## src/design/dch_pkg.sv

```systemverilog
// ----------------------------------------------------------------------------
// dch_pkg
// shared constants, control word layout and microprogram of the
// dominance count histogram core
// ----------------------------------------------------------------------------
package dch_pkg;

  localparam int MAX_POINTS = 64;
  localparam int COORD_BITS = 16;
  localparam int IDX_W      = $clog2(MAX_POINTS);
  localparam int CNT_W      = $clog2(MAX_POINTS + 1);
  localparam int PT_W       = 3 * COORD_BITS;
  localparam int UPC_W      = 4;

  // action codes of an input word
  localparam logic [1:0] ACT_LOAD  = 2'd0;
  localparam logic [1:0] ACT_READ  = 2'd1;
  localparam logic [1:0] ACT_CLEAR = 2'd2;

  typedef enum logic [3:0] {
    OP_NONE,
    OP_IDLE,
    OP_ZERO_I,
    OP_CLR_BIN,
    OP_RD_I,
    OP_LATCH_I,
    OP_CMP,
    OP_HRD,
    OP_HWR,
    OP_SET_VALID,
    OP_RD_BIN,
    OP_EMIT
  } op_t;

  typedef enum logic [2:0] {
    C_ALWAYS,
    C_NO_READ,
    C_HIST_VALID,
    C_N_ZERO,
    C_I_NOT_LAST_BIN,
    C_J_MORE,
    C_I_MORE,
    C_OUT_FREE
  } cond_t;

  typedef struct packed {
    op_t               op;
    cond_t             cond;
    logic [UPC_W-1:0]  target;
  } ctrl_t;

  typedef struct packed {
    logic no_read;
    logic hist_valid;
    logic n_zero;
    logic i_not_last_bin;
    logic j_more;
    logic i_more;
    logic out_free;
  } flags_t;

  // step addresses
  localparam logic [UPC_W-1:0] S_IDLE       = 4'd0;
  localparam logic [UPC_W-1:0] S_CHK        = 4'd1;
  localparam logic [UPC_W-1:0] S_CLR_INIT   = 4'd2;
  localparam logic [UPC_W-1:0] S_CLR        = 4'd3;
  localparam logic [UPC_W-1:0] S_OUTER_INIT = 4'd4;
  localparam logic [UPC_W-1:0] S_RD_I       = 4'd5;
  localparam logic [UPC_W-1:0] S_LATCH_I    = 4'd6;
  localparam logic [UPC_W-1:0] S_CMP        = 4'd7;
  localparam logic [UPC_W-1:0] S_HRD        = 4'd8;
  localparam logic [UPC_W-1:0] S_HWR        = 4'd9;
  localparam logic [UPC_W-1:0] S_DONE       = 4'd10;
  localparam logic [UPC_W-1:0] S_FETCH      = 4'd11;
  localparam logic [UPC_W-1:0] S_EMIT       = 4'd12;
  localparam logic [UPC_W-1:0] S_WAIT       = 4'd13;

  // microprogram: when the condition holds go to target, else next step
  function automatic ctrl_t ucode(input logic [UPC_W-1:0] addr);
    ctrl_t w;
    unique case (addr)
      S_IDLE:       w = '{op: OP_IDLE,      cond: C_NO_READ,        target: S_IDLE};
      S_CHK:        w = '{op: OP_NONE,      cond: C_HIST_VALID,     target: S_FETCH};
      S_CLR_INIT:   w = '{op: OP_ZERO_I,    cond: C_ALWAYS,         target: S_CLR};
      S_CLR:        w = '{op: OP_CLR_BIN,   cond: C_I_NOT_LAST_BIN, target: S_CLR};
      S_OUTER_INIT: w = '{op: OP_ZERO_I,    cond: C_N_ZERO,         target: S_DONE};
      S_RD_I:       w = '{op: OP_RD_I,      cond: C_ALWAYS,         target: S_LATCH_I};
      S_LATCH_I:    w = '{op: OP_LATCH_I,   cond: C_ALWAYS,         target: S_CMP};
      S_CMP:        w = '{op: OP_CMP,       cond: C_J_MORE,         target: S_CMP};
      S_HRD:        w = '{op: OP_HRD,       cond: C_ALWAYS,         target: S_HWR};
      S_HWR:        w = '{op: OP_HWR,       cond: C_I_MORE,         target: S_RD_I};
      S_DONE:       w = '{op: OP_SET_VALID, cond: C_ALWAYS,         target: S_FETCH};
      S_FETCH:      w = '{op: OP_RD_BIN,    cond: C_ALWAYS,         target: S_EMIT};
      S_EMIT:       w = '{op: OP_EMIT,      cond: C_OUT_FREE,       target: S_IDLE};
      S_WAIT:       w = '{op: OP_NONE,      cond: C_ALWAYS,         target: S_EMIT};
      default:      w = '{op: OP_NONE,      cond: C_ALWAYS,         target: S_IDLE};
    endcase
    return w;
  endfunction

endpackage

```

## src/design/dch_seq.sv

```systemverilog
// ----------------------------------------------------------------------------
// dch_seq
// step counter and microprogram table with conditional jumps
// ----------------------------------------------------------------------------
module dch_seq (
  input  logic            clk,
  input  logic            rst,
  input  dch_pkg::flags_t flags,
  output dch_pkg::ctrl_t  ctrl
);
  import dch_pkg::*;

  logic [UPC_W-1:0] upc;
  logic [UPC_W-1:0] upc_next;
  logic             take;

  assign ctrl = ucode(upc);

  always_comb begin
    unique case (ctrl.cond)
      C_ALWAYS:         take = 1'b1;
      C_NO_READ:        take = flags.no_read;
      C_HIST_VALID:     take = flags.hist_valid;
      C_N_ZERO:         take = flags.n_zero;
      C_I_NOT_LAST_BIN: take = flags.i_not_last_bin;
      C_J_MORE:         take = flags.j_more;
      C_I_MORE:         take = flags.i_more;
      C_OUT_FREE:       take = flags.out_free;
      default:          take = 1'b1;
    endcase
    upc_next = take ? ctrl.target : upc + UPC_W'(1);
  end

  always_ff @(posedge clk) begin
    if (rst) begin
      upc <= S_IDLE;
    end else begin
      upc <= upc_next;
    end
  end

endmodule

```

## src/design/dch_dp.sv

```systemverilog
// ----------------------------------------------------------------------------
// dch_dp
// point store, histogram memory, loop counters and pair compare
// ----------------------------------------------------------------------------
module dch_dp (
  input  logic                      clk,
  input  logic                      rst,
  input  dch_pkg::ctrl_t            ctrl,
  input  logic                      in_fire,
  input  logic                      out_free,
  input  logic [1:0]                action,
  input  logic [15:0]               coord_x,
  input  logic [15:0]               coord_y,
  input  logic [15:0]               coord_z,
  input  logic [5:0]                level,
  output dch_pkg::flags_t           flags,
  output logic [dch_pkg::CNT_W-1:0] res_bin,
  output logic                      res_bad,
  output logic                      res_ovf
);
  import dch_pkg::*;

  logic [PT_W-1:0]  pstore [MAX_POINTS];
  logic [CNT_W-1:0] hist   [MAX_POINTS];

  logic [CNT_W-1:0] count;
  logic             ovf;
  logic             hvalid;
  logic [5:0]       level_r;
  logic [IDX_W-1:0] i;
  logic [CNT_W-1:0] j;
  logic [IDX_W-1:0] jd;
  logic [IDX_W-1:0] cnt;
  logic [PT_W-1:0]  pi;
  logic [PT_W-1:0]  pt_rdata;
  logic [CNT_W-1:0] h_rdata;

  logic             p_we;
  logic             p_re;
  logic [IDX_W-1:0] p_raddr;
  logic             h_we;
  logic [IDX_W-1:0] h_waddr;
  logic [CNT_W-1:0] h_wdata;
  logic             h_re;
  logic [IDX_W-1:0] h_raddr;
  logic             covers;
  logic [CNT_W-1:0] last;

  assign last = count - CNT_W'(1);

  // point j (read data) lies at or below point i on all three axes
  assign covers =
    (pt_rdata[PT_W-1 -: COORD_BITS]         <= pi[PT_W-1 -: COORD_BITS]) &&
    (pt_rdata[2*COORD_BITS-1 -: COORD_BITS] <= pi[2*COORD_BITS-1 -: COORD_BITS]) &&
    (pt_rdata[COORD_BITS-1:0]               <= pi[COORD_BITS-1:0]);

  always_comb begin
    p_we    = (ctrl.op == OP_IDLE) && in_fire && (action == ACT_LOAD) &&
              (count < CNT_W'(MAX_POINTS));
    p_re    = 1'b0;
    p_raddr = j[IDX_W-1:0];
    h_we    = 1'b0;
    h_waddr = i;
    h_wdata = '0;
    h_re    = 1'b0;
    h_raddr = cnt;
    unique case (ctrl.op)
      OP_RD_I: begin
        p_re    = 1'b1;
        p_raddr = i;
      end
      OP_LATCH_I, OP_CMP: begin
        p_re = 1'b1;
      end
      OP_CLR_BIN: begin
        h_we = 1'b1;
      end
      OP_HRD: begin
        h_re = 1'b1;
      end
      OP_HWR: begin
        h_we    = 1'b1;
        h_waddr = cnt;
        h_wdata = h_rdata + CNT_W'(1);
      end
      OP_RD_BIN: begin
        h_re    = 1'b1;
        h_raddr = level_r[IDX_W-1:0];
      end
      default: begin
      end
    endcase
  end

  // memories
  always_ff @(posedge clk) begin
    if (p_we) begin
      pstore[count[IDX_W-1:0]] <= {coord_x[COORD_BITS-1:0], coord_y[COORD_BITS-1:0],
                                   coord_z[COORD_BITS-1:0]};
    end
    if (p_re) begin
      pt_rdata <= pstore[p_raddr];
    end
  end

  always_ff @(posedge clk) begin
    if (h_we) begin
      hist[h_waddr] <= h_wdata;
    end
    if (h_re) begin
      h_rdata <= hist[h_raddr];
    end
  end

  // set state
  always_ff @(posedge clk) begin
    if (rst) begin
      count  <= '0;
      ovf    <= 1'b0;
      hvalid <= 1'b0;
    end else if (ctrl.op == OP_IDLE && in_fire) begin
      if (action == ACT_LOAD) begin
        if (count < CNT_W'(MAX_POINTS)) begin
          count  <= count + CNT_W'(1);
          hvalid <= 1'b0;
        end else begin
          ovf <= 1'b1;
        end
      end else if (action == ACT_CLEAR) begin
        count  <= '0;
        ovf    <= 1'b0;
        hvalid <= 1'b0;
      end
    end else if (ctrl.op == OP_SET_VALID) begin
      hvalid <= 1'b1;
    end
  end

  // loop counters
  always_ff @(posedge clk) begin
    unique case (ctrl.op)
      OP_IDLE: begin
        if (in_fire && action == ACT_READ) begin
          level_r <= level;
        end
      end
      OP_ZERO_I: begin
        i <= '0;
      end
      OP_CLR_BIN: begin
        i <= i + IDX_W'(1);
      end
      OP_RD_I: begin
        j   <= '0;
        cnt <= '0;
      end
      OP_LATCH_I: begin
        pi <= pt_rdata;
        jd <= j[IDX_W-1:0];
        j  <= j + CNT_W'(1);
      end
      OP_CMP: begin
        if (jd != i && covers) begin
          cnt <= cnt + IDX_W'(1);
        end
        jd <= j[IDX_W-1:0];
        j  <= j + CNT_W'(1);
      end
      OP_HWR: begin
        i <= i + IDX_W'(1);
      end
      default: begin
      end
    endcase
  end

  assign flags.no_read        = !(in_fire && action == ACT_READ);
  assign flags.hist_valid     = hvalid;
  assign flags.n_zero         = (count == '0);
  assign flags.i_not_last_bin = (i != IDX_W'(MAX_POINTS - 1));
  assign flags.j_more         = ({1'b0, jd} != last);
  assign flags.i_more         = ({1'b0, i} != last);
  assign flags.out_free       = out_free;

  assign res_bad = ({1'b0, level_r} >= count);
  assign res_bin = res_bad ? '0 : h_rdata;
  assign res_ovf = ovf;

endmodule

```

## src/design/dominance_count_histogram_core.sv

```systemverilog
// ----------------------------------------------------------------------------
// dominance_count_histogram_core
// histogram of 3-d dominance counts over a loaded point set
// ----------------------------------------------------------------------------
// usage
//   input channel (in_valid/in_ready): one word carries action, coord_x/y/z
//   and level. load stores a point (dropped and flagged once 64 are held),
//   clear empties the set, read asks for one histogram bin.
//   output channel (out_valid/out_ready): one word per read with bin_count,
//   bad_level (level not below the point count, bin_count then zero) and
//   overflow (a load was dropped since the last clear).
// timing
//   load, clear and unused action codes are handled at the idle step itself.
//   a read on an unchanged set passes the check, fetch and emit steps before out_valid.
//   the first read after a change first rebuilds the histogram for n points:
//   a clear of all 64 bins, three setup steps, and per point a read, a latch,
//   n compares through the single point store read port, a bin read and write.
//   one word is handled at a time; in_ready is high only at the idle step.
// reset and stall
//   rst (synchronous) empties the set, clears overflow and marks the
//   histogram stale; the point store itself is not cleared.
//   the result sits in an output register; while the receiver stalls the
//   block still takes loads and clears, a second read waits for the slot.
// ----------------------------------------------------------------------------
module dominance_count_histogram_core (
  input  logic        clk,
  input  logic        rst,
  input  logic        in_valid,
  output logic        in_ready,
  input  logic [1:0]  action,
  input  logic [15:0] coord_x,
  input  logic [15:0] coord_y,
  input  logic [15:0] coord_z,
  input  logic [5:0]  level,
  output logic        out_valid,
  input  logic        out_ready,
  output logic [6:0]  bin_count,
  output logic        bad_level,
  output logic        overflow
);
  import dch_pkg::*;

  ctrl_t            ctrl;
  flags_t           flags;
  logic             in_fire;
  logic             out_free;
  logic             emit;
  logic [CNT_W-1:0] res_bin;
  logic             res_bad;
  logic             res_ovf;

  // words are taken only at the idle step of the microprogram
  assign in_ready = (ctrl.op == OP_IDLE);
  assign in_fire  = in_valid && in_ready;

  // output slot is free when empty or being drained this cycle
  assign out_free = !out_valid || out_ready;
  assign emit     = (ctrl.op == OP_EMIT) && out_free;

  dch_seq u_seq (
    .clk   (clk),
    .rst   (rst),
    .flags (flags),
    .ctrl  (ctrl)
  );

  dch_dp u_dp (
    .clk      (clk),
    .rst      (rst),
    .ctrl     (ctrl),
    .in_fire  (in_fire),
    .out_free (out_free),
    .action   (action),
    .coord_x  (coord_x),
    .coord_y  (coord_y),
    .coord_z  (coord_z),
    .level    (level),
    .flags    (flags),
    .res_bin  (res_bin),
    .res_bad  (res_bad),
    .res_ovf  (res_ovf)
  );

  // output register
  always_ff @(posedge clk) begin
    if (rst) begin
      out_valid <= 1'b0;
    end else if (emit) begin
      out_valid <= 1'b1;
    end else if (out_ready) begin
      out_valid <= 1'b0;
    end
  end

  always_ff @(posedge clk) begin
    if (emit) begin
      bin_count <= res_bin;
      bad_level <= res_bad;
      overflow  <= res_ovf;
    end
  end

endmodule

```

## config.mk

```make
export PLATFORM = sky130hd
export DESIGN_NAME = dominance_count_histogram_core
export DESIGN_NICKNAME = d
export VERILOG_FILES = /design/src/design/dch_pkg.sv /design/src/design/dch_seq.sv /design/src/design/dch_dp.sv /design/src/design/dominance_count_histogram_core.sv
export SDC_FILE = /design/constraint.sdc
export NUM_CORES = 2
export LEC_CHECK = 0
export ABC_AREA = 1
export BUFFER_PORTS_ARGS = -buffer_cell sky130_fd_sc_hd__buf_2
export CORE_MARGIN = 10
export CORE_UTILIZATION = 40
export CTS_BUF_LIST = sky130_fd_sc_hd__clkbuf_4 sky130_fd_sc_hd__clkbuf_8 sky130_fd_sc_hd__clkbuf_16
export CTS_CLUSTER_SIZE = 10
export DETAILED_ROUTE_END_ITERATION = 7
export GPL_ROUTABILITY_DRIVEN = 0
export PLACE_DENSITY = 0.55
export SYNTH_ARGS = -nofsm -noshare
export SYNTH_HDL_FRONTEND = slang
export SYNTH_SLANG_ARGS = --single-unit
```

## constraint.sdc

```tcl
create_clock -name clk -period 5.3 [get_ports clk]
set_input_delay 0.53 -clock clk [delete_from_list [all_inputs] [get_ports clk]]
set_output_delay 0.53 -clock clk [all_outputs]
set_load 0.01 [all_outputs]
```

==> flow_summary.yaml <==
clock_network:
  clkLatencyLatePin_ns: 0.98
  clockBufferDepth: 4
  clock_sinks: 3687
  post_cts_resized: 0
  clkTransAtPathRegs_ns: 0.05
  post_cts_buffers: 0
  numCtsBuffers: 416
  cts_root_buf: "clkbuf_16"
  htreeDepth: 5
  cts_tree: "done"
global_route:
  grt_antenna_before_repair: 43
  grtUsageTotal_pct: 22.2
  grt_max_degree: 181
  grt_pass1_vias: 89900
  globalRouteOverflowTotal: 0
  grt_pass1_wl_um: 649000
worst_hold_path:
  hold_class: "in -> reg"
  holdCritStartpoint: "out_ready"
sta:
  hold_viol: 0
  drv_slew: 0
  holdWs_ns: 0.0615
  timing.final.crit_share_pct: 75.9
  finalClockSkew_ns: 0.0507
  setup_tns_ns: 0
  max_freq_mhz: 249
  period_needed_ns: 4.02
  slew_headroom_pct: 13.8
  rsz0062_at_grt: "no"
  tightest_slew_ns: 1.29
  setup_viol: 0
  fin_ws_ns: 1.28
synth:
  ys.flop_type: "edfxtp_1"
  synth_cell_types: 44
  synthesis.area_mm2: 0.148
  synthXorXnorAreaFrac_pct: 0.0415
  yosys.area_share.simple_pct: 8.06
  synthMuxAreaShare_pct: 0
  synthAdderAreaFrac_pct: 0.576
  synth_cells: 10900
  seq_area_frac_synth_pct: 74.8
  yosys_warnings: 0
  avgSynthCellArea_um2: 13.6
  synth_seq_cells: 3687
  synth_edf_count: 3662
  synth_fp_nets: 11000
  async_reset_ff_share_pct: 0
  synth_compound_area_share_pct: 13.9
  synth_top_family_by_area: "compound AO/OA/AOI/OAI gates"
drt:
  first_pass_iters: 6
  drc: 0
  ant_nets: 0
  dr.first_iter.drc_count: 11000
  wl_per_cell_um: 28.5
  wl_um: 455000
  num_vias: 93600
  viasPerCell: 5.87
final_layout:
  final_area_mm2: 0.167
  nNetsFinal: 11100
  utilization_pct: 45.4
  layout-drive-gt1-share_pct: 10.2
  layout-area-overhead-vs-synth_pct: 13.1
  final_cells: 16000
die:
  rows: 223
  die_width_um: 628
  chipHeight_um: 628
  core_area_mm2: 0.368
  die_area_mm2: 0.394
  start_util_pct: 40.1
  pin_count: 71
setup_path:
  criticalPathCategory: "reg -> reg"
  crit_path_start: "u_seq.ctrl[7]"
  worstPathRequired_ns: 5.89
  start_kind: "flip-flop"
  r2r_start: "u_seq.ctrl[7]"
  cp.arrival_ns: 4.61
  end_kind: "flip-flop"
  crit_fanout: 36
power_and_ir_drop:
  ir_drop_uv: 383
  pwr_density_cell_mw_per_mm2: 442
  leakagePower_nw: 54.2
  finalPower_mw: 73.8
job:
  maxCapViolations: 0
placed_design:
  dp_slack_ns: 1.31
  postPlaceCellArea_mm2: 0.155
  portBuffers: 70
  dp_hpwl_um: 247000
  dp_cells: 15400
run_status:
  status: "completed"
[cell families after synthesis]
kind of cell / count (synthesis)
buf+inv: 927
fa+ha+maj: 68
flops: 3687
simple gates: 2846
xor+xnor: 7
compound gates: 3361
[sequential cells by signal, summed over array words and instances (netlist names)]
register and flops:
u_dp.cnt 6, overflow 1, u_dp.res_ovf 1, u_seq.ctrl 11, u_dp.level_r 6, u_dp.pstore 3072, u_dp.hist 448, u_dp.hvalid 1
u_dp.i 6, u_dp.h_rdata 7, u_seq.upc 4, u_dp.j 6, u_dp.pi 48, u_dp.count 7, bad_level 1, bin_count 7
u_dp.jd 6, u_dp.pt_rdata 48, out_valid 1
[layout by cell type, fill, tap and decap left out, drive strengths merged, types with 32 or more instances in the layout]
cell | Yosys | layout
nand2 | 1013 | 1013
or2 | 78 | 78
o22ai | 212 | 212
clkinv | 6 | 32
a21oi | 41 | 41
o21ai | 1764 | 1764
edfxtp | 3662 | 3662
buf | 310 | 435
o211ai | 640 | 640
inv | 157 | 169
nor2 | 1021 | 1021
ha | 68 | 68
nand3 | 675 | 675
o21bai | 667 | 667
clkbuf | 454 | 487
[layer usage]
layer	global-route usage, %	part of all wire (%)	up-vias
li1	-	-	41100
met4	7.34	3.6	14
met3	3.42	7.7	821
met2	36.6	48	4051
met1	30.3	41	47600
met5	0	0.021	-
[worst max-delay path, cell delays in order, from the launching register on]
cell and delay (ns):
dfxtp_1 0.46, nand2_1 0.16, nor2_1 0.21, nand2_1 0.08
nor2_1 0.22, nand3_1 0.29, nor2_1 0.34, nand3_1 0.66
nor2_4 0.75, buf_12 0.37
[synthesized netlist by cell type, types with 25 or more instances]
library cell / instances / share of area, %
o21bai_1: 667 / 3.4
nor2_1: 1016 / 2.6
edfxtp_1: 3662 / 74
o21ai_1: 50 / 0.17
o211ai_1: 640 / 3.3
nand3_1: 673 / 2.3
nand4_1: 25 / 0.11
ha_1: 68 / 0.58
o21ai_0: 1708 / 5.8
a21oi_1: 40 / 0.14
inv_1: 147 / 0.37
dfxtp_1: 25 / 0.34
buf_1: 49 / 0.12
o22ai_1: 212 / 0.90
buf_2: 227 / 0.77
clkbuf_1: 454 / 1.2
nand2_1: 1008 / 2.6
or2_2: 69 / 0.29
[worst paths after layout]
check	to	slack, ns	cells after the start
max	u_dp.pstore[44][23]	1.28	9
min	out_valid	0.06	4
max reg2reg	u_dp.pstore[44][23]	1.28	9
min reg2reg	u_dp.pi[13]	0.46	0
[where the power goes]
| group | internal, mW | switching [mW] |
|---|---|---|
| Combinational | 4.49 | 10.9 |
| Sequential | 32.5 | 0.290 |
| Clock | 14.6 | 11.0 |
| Total | 51.6 | 22.1 |
[final cells by class]
class | instances | area, um2
fillers | 32500 | 201000
flip-flops and latches | 3687 | 110000
multi-input cells | 6282 | 34000
clock buffers | 487 | 11000
well taps | 4837 | 6050
repair buffers | 448 | 4280
inverters | 163 | 651
clock inverters | 40 | 532
diodes | 15 | 37.5
[what timing repair did]
| action | 4_1_cts | 5_1_grt |
|---|---|---|
| hold buffers | 13 | 0 |
| setup endpoints to repair | 0 | 0 |
| hold endpoints to repair | 19 | 0 |
No activity file was read; power rests on OpenSTA's default activity.
